--- config.mk ---
export PLATFORM = sky130hd
export DESIGN_NAME = multi_turn_angle_tracker
export DESIGN_NICKNAME = d
export VERILOG_FILES = /design/src/sv/mat_pkg.sv /design/src/sv/multi_turn_angle_tracker.sv /design/src/sv/mat_correct.sv /design/src/sv/mat_turns.sv
export SDC_FILE = /design/constraint.sdc
export NUM_CORES = 1
export LEC_CHECK = 0
export BUFFER_PORTS_ARGS = -buffer_cell sky130_fd_sc_hd__buf_2
export CAP_MARGIN = 15
export CORE_MARGIN = 1
export CORE_UTILIZATION = 30
export CTS_CLUSTER_DIAMETER = 200
export DETAILED_ROUTE_END_ITERATION = 10
export GPL_ROUTABILITY_DRIVEN = 0
export PLACE_DENSITY = 0.57
export SYNTH_ARGS = -nofsm -noshare
export SYNTH_HDL_FRONTEND = slang
export SYNTH_SLANG_ARGS = --single-unit
--- constraint.sdc ---
create_clock -name clk_i -period 5.25 [get_ports clk_i]
set_input_delay 0.7875 -clock clk_i [delete_from_list [all_inputs] [get_ports clk_i]]
set_output_delay 0.7875 -clock clk_i [all_outputs]
set_load 0.01 [all_outputs]
--- src/sv/mat_pkg.sv ---
// Shared types, constants and register indexes for the multi-turn angle tracker.
`timescale 1ns / 1ps
package mat_pkg;

  localparam int AngleW   = 12;
  localparam int QuadW    = 3;
  localparam int TurnCntW = 16;
  localparam int TotalW   = 29;
  localparam int CfgIdxW  = 1;
  localparam int CfgDataW = 12;

  localparam int TurnWidth = 16;
  localparam int WideW = (TurnWidth + AngleW > TotalW) ? TurnWidth + AngleW : TotalW;

  localparam logic signed [TurnWidth-1:0] TurnMax = {1'b0, {(TurnWidth-1){1'b1}}};
  localparam logic signed [TurnWidth-1:0] TurnMin = {1'b1, {(TurnWidth-1){1'b0}}};
  localparam logic signed [TurnWidth-1:0] TurnZero = '0;
  localparam logic signed [TurnWidth-1:0] TurnMinusOne = '1;

  localparam logic [AngleW-1:0] BoundQ1 = AngleW'(1024);
  localparam logic [AngleW-1:0] BoundQ2 = AngleW'(2048);
  localparam logic [AngleW-1:0] BoundQ3 = AngleW'(3072);

  localparam logic [QuadW-1:0] Quad1 = QuadW'(1);
  localparam logic [QuadW-1:0] Quad2 = QuadW'(2);
  localparam logic [QuadW-1:0] Quad3 = QuadW'(3);
  localparam logic [QuadW-1:0] Quad4 = QuadW'(4);

  localparam logic [CfgIdxW-1:0] RegAngleOffset = CfgIdxW'(0);
  localparam logic [CfgIdxW-1:0] RegReverse     = CfgIdxW'(1);

  localparam logic ActTrack = 1'b0;
  localparam logic ActInit  = 1'b1;

  typedef struct packed {
    logic [AngleW-1:0] angle;
    logic [QuadW-1:0]  quadrant;
  } mat_corr_t;

endpackage

--- src/sv/multi_turn_angle_tracker.sv ---
// Top level of the multi-turn angle tracker: channels, configuration and pipeline registers.
//
//   Channel  Direction  Handshake                 Payload
//   in       input      in_valid_i / in_ready_o   action_i, raw_angle_i
//   out      output     out_valid_o / out_ready_i angle_o, quadrant_o, turn_count_o,
//                                                 total_angle_o
//   cfg      input      cfg_valid_i / cfg_ready_o cfg_index_i, cfg_data_i
//
// One item per cycle unless the output stalls; a result is offered after its item has moved
// from the input register into the result register, which form the two stages; the turn
// state is updated as an item moves into the result register.
// Reset sets offset 0, forward direction, stored quadrant 1 and zero turns.
// A stalled output holds its result and stops the input stage once it is full.
`timescale 1ns / 1ps
module multi_turn_angle_tracker
  import mat_pkg::*;
(
  input  logic                       clk_i,
  input  logic                       rst_ni,
  input  logic                       in_valid_i,
  output logic                       in_ready_o,
  input  logic                       action_i,
  input  logic [AngleW-1:0]          raw_angle_i,
  output logic                       out_valid_o,
  input  logic                       out_ready_i,
  output logic [AngleW-1:0]          angle_o,
  output logic [QuadW-1:0]           quadrant_o,
  output logic signed [TurnCntW-1:0] turn_count_o,
  output logic signed [TotalW-1:0]   total_angle_o,
  input  logic                       cfg_valid_i,
  output logic                       cfg_ready_o,
  input  logic [CfgIdxW-1:0]         cfg_index_i,
  input  logic [CfgDataW-1:0]        cfg_data_i
);

  logic [AngleW-1:0]           offset_q;
  logic                        reverse_q;
  logic                        s1_valid_q;
  logic                        s1_action_q;
  logic [AngleW-1:0]           s1_raw_q;
  logic                        out_valid_q;
  logic [AngleW-1:0]           angle_q;
  logic [QuadW-1:0]            quad_q;
  logic signed [TurnCntW-1:0]  turn_cnt_q;
  logic signed [TotalW-1:0]    total_q;
  logic                        advance;
  logic                        step;
  mat_corr_t                   corr;
  logic signed [TurnWidth-1:0] turns;
  logic signed [WideW-1:0]     wide_turns;
  logic signed [WideW-1:0]     wide_total;

  assign cfg_ready_o = 1'b1;
  assign advance     = !out_valid_q || out_ready_i;
  assign in_ready_o  = !s1_valid_q || advance;
  assign step        = s1_valid_q && advance;

  always_ff @(posedge clk_i or negedge rst_ni) begin
    if (!rst_ni) begin
      offset_q  <= '0;
      reverse_q <= 1'b0;
    end else if (cfg_valid_i) begin
      case (cfg_index_i)
        RegAngleOffset: offset_q  <= cfg_data_i[AngleW-1:0];
        RegReverse:     reverse_q <= cfg_data_i[0];
        default: ;
      endcase
    end
  end

  mat_correct u_correct (
    .raw_angle_i    (s1_raw_q),
    .angle_offset_i (offset_q),
    .reverse_i      (reverse_q),
    .corr_o         (corr)
  );

  mat_turns u_turns (
    .clk_i    (clk_i),
    .rst_ni   (rst_ni),
    .en_i     (step),
    .action_i (s1_action_q),
    .corr_i   (corr),
    .turns_o  (turns)
  );

  assign wide_turns = WideW'(turns);
  assign wide_total = (wide_turns <<< AngleW) | WideW'(corr.angle);

  always_ff @(posedge clk_i or negedge rst_ni) begin
    if (!rst_ni) begin
      s1_valid_q  <= 1'b0;
      out_valid_q <= 1'b0;
    end else begin
      if (in_ready_o) begin
        s1_valid_q <= in_valid_i;
      end
      if (advance) begin
        out_valid_q <= s1_valid_q;
      end
    end
  end

  always_ff @(posedge clk_i) begin
    if (in_valid_i && in_ready_o) begin
      s1_action_q <= action_i;
      s1_raw_q    <= raw_angle_i;
    end
    if (step) begin
      angle_q    <= corr.angle;
      quad_q     <= corr.quadrant;
      turn_cnt_q <= TurnCntW'(turns);
      total_q    <= wide_total[TotalW-1:0];
    end
  end

  assign out_valid_o   = out_valid_q;
  assign angle_o       = angle_q;
  assign quadrant_o    = quad_q;
  assign turn_count_o  = turn_cnt_q;
  assign total_angle_o = total_q;

endmodule

--- src/sv/mat_correct.sv ---
// Offset, direction correction and quadrant classification of one raw angle.
`timescale 1ns / 1ps
module mat_correct
  import mat_pkg::*;
(
  input  logic [AngleW-1:0] raw_angle_i,
  input  logic [AngleW-1:0] angle_offset_i,
  input  logic              reverse_i,
  output mat_corr_t         corr_o
);

  logic [AngleW-1:0] shifted;
  logic [AngleW-1:0] angle;

  assign shifted = raw_angle_i + angle_offset_i;
  assign angle   = reverse_i ? AngleW'(-shifted) : shifted;

  always_comb begin
    corr_o.angle = angle;
    if (angle <= BoundQ1) begin
      corr_o.quadrant = Quad1;
    end else if (angle <= BoundQ2) begin
      corr_o.quadrant = Quad2;
    end else if (angle <= BoundQ3) begin
      corr_o.quadrant = Quad3;
    end else begin
      corr_o.quadrant = Quad4;
    end
  end

endmodule

--- src/sv/mat_turns.sv ---
// Stored quadrant and saturating turn counter with their next-value logic.
`timescale 1ns / 1ps
module mat_turns
  import mat_pkg::*;
(
  input  logic                        clk_i,
  input  logic                        rst_ni,
  input  logic                        en_i,
  input  logic                        action_i,
  input  mat_corr_t                   corr_i,
  output logic signed [TurnWidth-1:0] turns_o
);

  logic [QuadW-1:0]            last_quad_q;
  logic signed [TurnWidth-1:0] turns_q;
  logic signed [TurnWidth-1:0] turns_d;

  always_comb begin
    turns_d = turns_q;
    if (action_i == ActInit) begin
      turns_d = (corr_i.quadrant == Quad3 || corr_i.quadrant == Quad4) ? TurnMinusOne
                                                                        : TurnZero;
    end else if (corr_i.quadrant == Quad1 && last_quad_q == Quad4) begin
      if (turns_q != TurnMax) begin
        turns_d = turns_q + TurnWidth'(1);
      end
    end else if (corr_i.quadrant == Quad4 && last_quad_q == Quad1) begin
      if (turns_q != TurnMin) begin
        turns_d = turns_q - TurnWidth'(1);
      end
    end
  end

  assign turns_o = turns_d;

  always_ff @(posedge clk_i or negedge rst_ni) begin
    if (!rst_ni) begin
      last_quad_q <= Quad1;
      turns_q     <= TurnZero;
    end else if (en_i) begin
      last_quad_q <= corr_i.quadrant;
      turns_q     <= turns_d;
    end
  end

endmodule

==> summary.md, run 1 <==
| Metric | Value |
|---|---|
| Status | finished with violations |
| Failing checks | design-rule violations |
| Row cnt | 47 |
| Core Box Area | 16,520 µm² |
| Vias per inst | 5.160 |
| Area contributors post-synth | edfxtp_1, dfrtp_1, buf_4 |
| Htree depth | 3 |
| Detailed-route via count | 4,138 |
| Final antenna-violating net count | 0 |
| Mean routed wirelength per cell | 15.14 µm |
| Fillcell total | 1,632 |
| GRT met2 Usage | 0.2225 |
| Initial antenna violation count | 0 |
| Leak | 2.319 nW |
| DRC marker count from the first detailed-route iteration | 329 |
| Layout Nets | 624 |
| Final Cycle Share | 0.9075 |
| Clock latency on the worst-skew pair | 0.35 ns |
| CTS Buf Count | 9 |
| Number of enable flip-flop cells after synthesis | 44 |
| R2r setup slk | 0.49 ns |
| Met3 GRT Util | 0.02807 |
| Slew headroom | 0.2227 |
| Min-Delay Path Class | reg -> reg |
| WS Path Type | reg -> reg |
| Crit-path max FO | 27 |
| Drt drc | 2 |
| Pwr per Cell Area | 430.9 nW/µm² |
| Setup TNS | 0 ns |
| Mapped Avg Cell Area | 9.742 µm² |
| Root buf cell | clkbuf_16 |
| N_diodes | 0 |
| Hold Violations, Final | 0 |
| Flops & latches, synth | 78 |
| Synth area leader | edfxtp_1 |
| Reg2Reg Capture Point | turn_count_o[12] |
| Grt peak-use layer | met2 |
| Port bufs | 92 |
| Area growth syn-to-layout | 15.05% |
| Mapped Cells | 519 |
| Tmin final | 4.764 ns |
| Crit path launch | offset_q[0] |
| Total track usage | 0.1453 |
| Worst-path clk slew | 0.06 ns |
| Max Clock Skew | 0.01161 ns |
| Top FF cell, synth | edfxtp_1 |
| CTS Hold Bufs | 0 |
| Worst Path Required | 5.42 ns |
| RSZ-0062 raised after global routing | false |
| Resized cells post-CTS | 0 |
| Worst Tran Pin Value | 1.166 ns |
| Initial core utilization | 0.3060 |
| Peak VDD IR | 0.1901 mV |
| Die H | 131.8 µm |
| Count leader, synth | edfxtp_1 |
| Most frequent cells after synthesis | edfxtp_1, dfrtp_1, nand2_1 |
| Die Area | 17,380 µm² |
| Worst EP arrival | 4.94 ns |
| Max_cap viols | 0 |
| Vias in the first global route | 3,963 |
| Initial DRT Pass Iterations | 9 |
| Gr ovfl total | 0 |
| Post-CTS setup buffer count | 0 |
| Setup crit end | turn_count_o[12] |
| Sequential share of the synthesized area | 0.4298 |
| Area of the multi-input gates | 2481 µm² |
| Final wirelength | 12,140 µm |
| CTS tree | yes |
| Global-route wire length before repair | 20,010 µm |
| IO Count | 94 |
| Reg2Reg Launch Point | offset_q[0] |
| CTS Sinks | 78 |
| Post-Synthesis Cell Area | 5056 µm² |
| Share of cells above drive strength 1 | 0.2337 |
| Register Area | 2173 µm² |
| Asr flop ratio synth | 0.4359 |
| Slew Viols, Final | 0 |
| Die width | 131.8 µm |
| Top-area cell type share of the netlist area | 0.2613 |
| Final setup vio count | 0 |
| R2R depth | 13 |
| Pin count of the biggest net entering global routing | 35 |
| Clk buf depth | 2 |
| CP endpoint kind | flop |
| Syn_nets | 566 |
| HPWL Detailed | 8919 µm |
| Max frequency | 209.9 MHz |
| Yosys cell types | 72 |
| Met1 GRT Util | 0.1960 |
| Yosys warnings | 0 |
| Util after Layout | 0.3520 |
| CP startpoint kind | flop |
layout by cell type (no fill, tap or decap), types with 9 or more instances in the layout:
cell type / count
buf_2: 92
inv_1: 23
nand3_1: 27
nor3_1: 21
mux2_2: 15
nor4_1: 10
mux2i_1: 15
ha_1: 15
and2_1: 9
clkbuf_16: 9
xnor2_1: 14
nor2_1: 30
edfxtp_1: 44
nand2_1: 32
dfrtp_1: 33
a21oi_1: 23
or3_1: 15
o21ai_0: 31
power by group:
| group | internal, W | switching, W |
|---|---|---|
| sequential | 0.000818 | 0.000137 |
| clock | 0.000366 | 0.000254 |
| combinational | 0.000378 | 0.000552 |
| total | 0.00156 | 0.000943 |
flip-flops by register name, indices dropped and copies added, names as in the netlist:
signal	cells
u_turns.turns_q	16
turn_count_o	15
offset_q	12
s1_raw_q	12
angle_o	11
quadrant_o	3
u_turns.last_quad_q	3
total_angle_o	2
out_valid_o	1
reverse_q	1
s1_action_q	1
s1_valid_q	1
final cells by class:
class / instances / share of cell area
Clock buffer: 10 / 0.03936
Clock inverter: 6 / 0.01075
Inverter: 24 / 0.01549
Multi-Input combinational cell: 366 / 0.4265
Sequential cell: 78 / 0.3736
Tap cell: 220 / 0.04732
Timing Repair Buffer: 98 / 0.08690
logic make-up (layout without fill, tap and decap cells):
group	Yosys count	count (layout)	share of synthesized area
AOI/OAI and AO/OA	113	113	0.1510
xor gates and xnor gates	20	20	0.03737
adders and majority gates	16	16	0.04108
buffers and inverters	75	138	0.08042
DFF	78	78	0.4298
muxes	30	30	0.06310
other	1	1	0.0007417
and+or+nand+nor	186	186	0.1965
metal layers:
layer  part of all wire  wire (µm)  up-vias
li1                   -          -     2023
met1               0.48       5807     1957
met2               0.45       5414      141
met3              0.052        636       17
met4              0.024        286        0
met5                  0          0        -
worst min-delay path by stage:
| stage | start | endpoint | slack [ns] | cells past startpoint |
|---|---|---|---|---|
| global placement | u_turns.last_quad_q[0] | u_turns.last_quad_q[0] | 0.47 | 2 |
| floorplan | s1_valid_q | out_valid_o | 0.46 | 1 |
| detailed placement | s1_valid_q | out_valid_o | 0.49 | 1 |
| CTS | s1_valid_q | out_valid_o | 0.49 | 1 |
| finish | s1_valid_q | out_valid_o | 0.49 | 1 |
| global route | s1_valid_q | out_valid_o | 0.51 | 1 |
per-stage QoR:
| stage | instances | area, µm² | worst slack, ns | hold slack, ns | total power [W] |
|---|---|---|---|---|---|
| 3_5_place_dp | 785 | 5518 | 0.4522 | 0.4857 | 0.001895 |
| 2_1_floorplan | 519 | 5056 | 1.251 | 0.4572 | 0.001664 |
| 3_3_place_gp | 785 | 5518 | 0.5948 | 0.4663 | 0.001872 |
| 5_1_grt | 802 | 5817 | 0.1065 | 0.5122 | 0.002673 |
| 4_1_cts | 801 | 5809 | 0.4985 | 0.4922 | 0.002524 |
| 6_report | 802 | 5817 | 0.4856 | 0.4905 | 0.002507 |
critical path, stage by stage (launching register included):
cell	delay, ns
dfrtp_1	0.34
ha_1	0.19
inv_1	0.06
fa_1	0.39
nand2b_1	0.20
a21oi_1	0.18
xnor2_1	0.21
or4_1	0.61
o2111a_1	0.25
a211oi_1	0.34
o21a_1	0.97
nor3_2	0.17
a221o_1	0.40
o21ai_0	0.23
Power figures use the tool's default switching activity.
==> run 2, diff against run 1 <==
--- a/config.mk
+++ b/config.mk
@@ -5,14 +5,14 @@
 export SDC_FILE = /design/constraint.sdc
 export NUM_CORES = 1
 export LEC_CHECK = 0
-export BUFFER_PORTS_ARGS = -buffer_cell sky130_fd_sc_hd__buf_2
 export CAP_MARGIN = 15
 export CORE_MARGIN = 1
 export CORE_UTILIZATION = 30
 export CTS_CLUSTER_DIAMETER = 200
 export DETAILED_ROUTE_END_ITERATION = 10
+export DONT_BUFFER_PORTS = 1
 export GPL_ROUTABILITY_DRIVEN = 0
-export PLACE_DENSITY = 0.57
+export PLACE_DENSITY = 0.53
 export SYNTH_ARGS = -nofsm -noshare
 export SYNTH_HDL_FRONTEND = slang
 export SYNTH_SLANG_ARGS = --single-unit
==> run 2 against run 1 <==
  * The flow now finishes without violations
  * Largest power group unchanged
  * Maximum frequency is 4.3% lower
  * Register-to-register slack got worse by 0.22 ns
  * Clock-buffer cell count stayed put
  * Global-route usage shrank 0.37 points
  * Routed wire length down 2.9%
  * Flip-flop and latch count unchanged
  * Critical endpoint unchanged
  * First-iteration DRC count rose by 4.3%
  * Power fell by 3.7%
  * Final cell count shrank 11%
  * Clock power shrank 0.6%
  * Sequential share of layout area grew 3.1 points
  * Final area is 7.7% lower
==> summary.md, run 2 (synthesis gave the netlist of run 1 again) <==
| Metric | Value |
|---|---|
| Status | completed |
| Row cnt | 47 |
| Initial antenna violation count | 0 |
| Die H | 131.8 µm |
| Peak VDD IR | 0.1917 mV |
| Min-Delay Path Class | in -> async |
| Final setup vio count | 0 |
| Hold Slack | 0.1371 ns |
| Max frequency | 200.8 MHz |
| Htree depth | 3 |
| WS Path Type | reg -> reg |
| DR top layer | met4 |
| CTS Buf Count | 9 |
| Largest register FFs | 16 |
| Slew headroom | 0.2790 |
| Tmin final | 4.980 ns |
| CP startpoint kind | flop |
| Layout Nets | 534 |
| Most common cell after layout, fill and taps aside | edfxtp_1 |
| Mean routed wirelength per cell | 16.55 µm |
| Max Clock Skew | 0.008184 ns |
| Worst Path Required | 5.37 ns |
| Post-CTS setup buffer count | 0 |
| CP endpoint kind | flop |
| Setup TNS | 0 ns |
| Slew Viols, Final | 0 |
| Leak | 1.973 nW |
| Port bufs | 0 |
| Clock latency on the worst-skew pair | 0.34 ns |
| Crit-path max FO | 24 |
| Place WS | 0.3230 ns |
| Total track usage | 0.1416 |
| Final WS setup | 0.2699 ns |
| Vias per inst | 5.397 |
| Hold Violations, Final | 0 |
| CTS Hold Bufs | 0 |
| Area growth syn-to-layout | 6.211% |
| RSZ-0062 raised after global routing | false |
| N_diodes | 0 |
| Max_cap viols | 0 |
| Worst-path clk slew | 0.06 ns |
| Resized cells post-CTS | 0 |
| Pin count of the biggest net entering global routing | 35 |
| Worst EP arrival | 5.10 ns |
| WL met1 | 5635 µm |
| Die Area | 17,380 µm² |
| Final antenna-violating net count | 0 |
| HPWL Detailed | 8620 µm |
| Global-route wire length before repair | 19,540 µm |
| Root buf cell | clkbuf_16 |
| CTS tree | yes |
| CTS Sinks | 78 |
| Drt drc | 0 |
| Initial DRT Pass Iterations | 4 |
| Most frequent cells in the layout | edfxtp_1, dfrtp_1, nand2_1 |
| Clk buf depth | 2 |
| Final Cycle Share | 0.9486 |
| Met2 WL post-DR | 5165 µm |
| Worst Tran Pin Value | 1.082 ns |
| Die width | 131.8 µm |
| Met3 wire len | 789 µm |
| Detailed-route via count | 3,843 |
| Core Box Area | 16,520 µm² |
| Share of cells above drive strength 1 | 0.09553 |
| DRC marker count from the first detailed-route iteration | 343 |
| R2r setup slk | 0.27 ns |
| Final wirelength | 11,790 µm |
| Gr ovfl total | 0 |
| Pwr per Cell Area | 449.5 nW/µm² |
| Vias in the first global route | 3,762 |
| Initial core utilization | 0.3060 |
| Register with the most flip-flops | u_turns.turns_q |
| IO Count | 94 |
## run 2: area by class of cell
cell class	count	area [µm²]
clock inverter	6	61.31
clock buffer	10	229.0
fill	1645	11150
tap	220	275.3
multi-input combinational	366	2481
inverter	24	90.09
sequential	78	2173
timing repair buffer	8	60.06
## run 2: critical path, stage by stage (launching register included)
cell,delay (ns)
dfrtp_1,0.35
ha_1,0.21
inv_1,0.06
fa_1,0.40
nand2b_1,0.20
a21oi_1,0.19
xnor2_1,0.23
or4_1,0.63
o2111a_1,0.26
a211oi_1,0.38
o21a_1,0.93
nor3_2,0.18
a221o_1,0.39
o21ai_0,0.34
## run 2: through the flow
step	instance area, µm²	cells	util	power, W
after floorplan	5056	519	-	0.001664
after global placement	5072	695	0.3070	0.001788
final	5370	712	0.3250	0.002414
after global routing	5370	712	0.3250	0.002567
after CTS	5363	711	0.3245	0.002434
after detailed placement	5072	695	0.3070	0.001805
## run 2: path summary, 6_finish.rpt
check,from,to,depth (start not counted)
worst min-delay path,rst_ni,offset_q[3],0
min in group clk_i,u_turns.last_quad_q[0],u_turns.last_quad_q[0],2
worst min register to register,u_turns.last_quad_q[0],u_turns.last_quad_q[0],2
max in group asynchronous,rst_ni,u_turns.last_quad_q[0],0
worst max register to register,offset_q[0],turn_count_o[12],13
worst max-delay path,offset_q[0],turn_count_o[12],13
## run 2: routing by layer
metal / vias up / track usage
li1: 1836 / -
met1: 1856 / 0.1897
met2: 135 / 0.2128
met3: 16 / 0.04037
met4: 0 / 0.06008
met5: - / 0
## run 2: power breakdown
group	internal (W)	leakage (nW)	switching [W]
Sequential	0.000822	0.819	0.000201
Combinational	0.000310	1.01	0.000463
Clock	0.000367	0.143	0.000250
Total	0.00150	1.97	0.000914
==> run 3, diff against run 2 <==
==> constraint.sdc (replaced) <==
create_clock -name clk_i -period 4.7 [get_ports clk_i]
set_input_delay 0.705 -clock clk_i [delete_from_list [all_inputs] [get_ports clk_i]]
set_output_delay 0.705 -clock clk_i [all_outputs]
set_load 0.01 [all_outputs]
==> run 3 against run 2 <==
  * Utilization increased by 0.11 points
  * Clock-buffer cell count increased by 3
  * Setup slack improved by 0.098 ns
  * Maximum frequency increased by 15%
  * Register-to-register slack improved by 0.098 ns
  * Final area increased by 0.33%
  * Critical path depth increased by 1
  * Sequential share of layout area decreased by 0.13 points
  * Global-route usage increased by 0.39 points
  * Sequential power increased by 12%
  * Via count decreased by 2.7%
  * Critical path type unchanged
  * Critical endpoint is now turn_count_o[7]
  * Highest routed layer unchanged
==> summary.md, run 3 (synthesis gave the netlist of run 1 again) <==
| Metric | Value |
|---|---|
| Status | completed |
| Final setup vio count | 0 |
| Crit path launch | offset_q[0] |
| Total track usage | 0.1455 |
| Tmin final | 4.332 ns |
| Max_cap viols | 0 |
| CP startpoint kind | flop |
| Crit-path most repeated cell | or4_1 |
| Clock latency on the worst-skew pair | 0.34 ns |
| Max Clock Skew | 0.006389 ns |
| Layout Nets | 533 |
| Pwr per Cell Area | 504.8 nW/µm² |
| Slew headroom | 0.4201 |
| Largest register FFs | 16 |
| Min-Delay Path Class | in -> async |
| Final antenna-violating net count | 0 |
| Hold Violations, Final | 0 |
| HPWL Detailed | 8604 µm |
| RSZ-0062 raised after global routing | false |
| Slew Viols, Final | 0 |
| Register with the most flip-flops | u_turns.turns_q |
| Die width | 131.8 µm |
| Initial core utilization | 0.3060 |
| Gr ovfl total | 0 |
| Vias per inst | 5.260 |
| CTS Sinks | 78 |
| Share of cells above drive strength 1 | 0.09165 |
| R2R depth | 14 |
| IO Count | 94 |
| Global-route wire length before repair | 19,910 µm |
| Final Cycle Share | 0.9217 |
| Reg2Reg Capture Point | turn_count_o[7] |
| Final wirelength | 11,850 µm |
| Row cnt | 47 |
| Vias in the first global route | 3,812 |
| Area growth syn-to-layout | 6.558% |
| Initial DRT Pass Iterations | 4 |
| Setup TNS | 0 ns |
| Initial antenna violation count | 0 |
| Util after Layout | 0.3260 |
| Port bufs | 0 |
| Layout Cells excl Fill | 711 |
| Worst Tran Pin Value | 0.8677 ns |
| Core Box Area | 16,520 µm² |
| Hold Slack | 0.05417 ns |
| CTS Hold Bufs | 0 |
| WS Path Type | reg -> reg |
| Die Area | 17,380 µm² |
| Mean routed wirelength per cell | 16.67 µm |
| Worst-path clk slew | 0.06 ns |
| Htree depth | 3 |
| N_diodes | 0 |
| Leak | 1.977 nW |
| Detailed-route via count | 3,740 |
| CTS Buf Count | 9 |
| Cells after DPL | 694 |
| Clk buf depth | 2 |
| Worst EP arrival | 4.41 ns |
| Reg2Reg Launch Point | offset_q[0] |
| Resized cells post-CTS | 0 |
| Pin count of the biggest net entering global routing | 35 |
| Post-CTS setup buffer count | 0 |
| Die H | 131.8 µm |
| Crit-path max FO | 30 |
| CP peak stage delay | 0.47 ns |
| Slowest stage cell, crit path | or4_1 |
| DRC marker count from the first detailed-route iteration | 253 |
| CP endpoint kind | flop |
| Max frequency | 230.8 MHz |
| Worst Path Required | 4.78 ns |
| Most common cell after layout, fill and taps aside | edfxtp_1 |
| Peak VDD IR | 0.1859 mV |
| Drt drc | 0 |
| CTS tree | yes |
| Most frequent cells in the layout | edfxtp_1, dfrtp_1, nand2_1 |
| Root buf cell | clkbuf_16 |
| Worst path cell trace | ha_1, inv_1, fa_1, xor2_1, a31oi_1, xnor3_1, or4_1, or3b_1, a2111o_1, o21a_1, buf_12, nor4_1, or4_1, nand3_1 |
| R2r setup slk | 0.37 ns |
-- run 3: per-stage QoR --
stage	power, W	setup slack (ns)	area (µm²)
2_1_floorplan	0.001859	0.7012	5056
6_report	0.002720	0.3679	5388
4_1_cts	0.002750	0.3527	5380
3_5_place_dp	0.002020	0.4053	5077
5_1_grt	0.002908	0.03142	5388
3_3_place_gp	0.002001	0.4989	5077
-- run 3: worst max-delay path by stage --
stage                       endpoint  slack [ns]
finish               turn_count_o[7]        0.37
global route        turn_count_o[11]        0.03
CTS                  turn_count_o[7]        0.35
detailed placement   turn_count_o[7]        0.41
global placement     turn_count_o[7]        0.50
floorplan            turn_count_o[1]        0.70
-- run 3: where the power goes --
part | switching, W | total (W) | internal, W
logic | 0.000514 | 0.000865 | 0.000351
clock network | 0.000273 | 0.000713 | 0.000440
registers | 0.000224 | 0.00114 | 0.000918
-- run 3: layout make-up --
cell class	instances	area, µm²
fill	1690	11140
clock buffer	13	260.3
multi-input combinational	366	2481
clock inverter	3	42.54
sequential	78	2173
inverter	24	90.09
timing repair buffer	7	65.06
tap	220	275.3
-- run 3: critical path: cells and delay by family (launching register included) --
kind / cells / cell delay, ns
buffers and inverters: 2 / 0.23
XOR/XNOR: 2 / 0.47
adder cells (fa/ha/maj): 2 / 0.58
AND/OR/NAND/NOR: 5 / 1.57
AO/OA/AOI/OAI: 3 / 0.87
flip-flops: 1 / 0.34
-- run 3: layer usage --
layer  vias to the layer above  GRT usage  share of wire
met4                         0    0.06266          0.016
met1                      1795     0.1937           0.48
li1                       1844          -              -
met2                        88     0.2213           0.45
met3                        13    0.03960          0.048
met5                         -          0              0
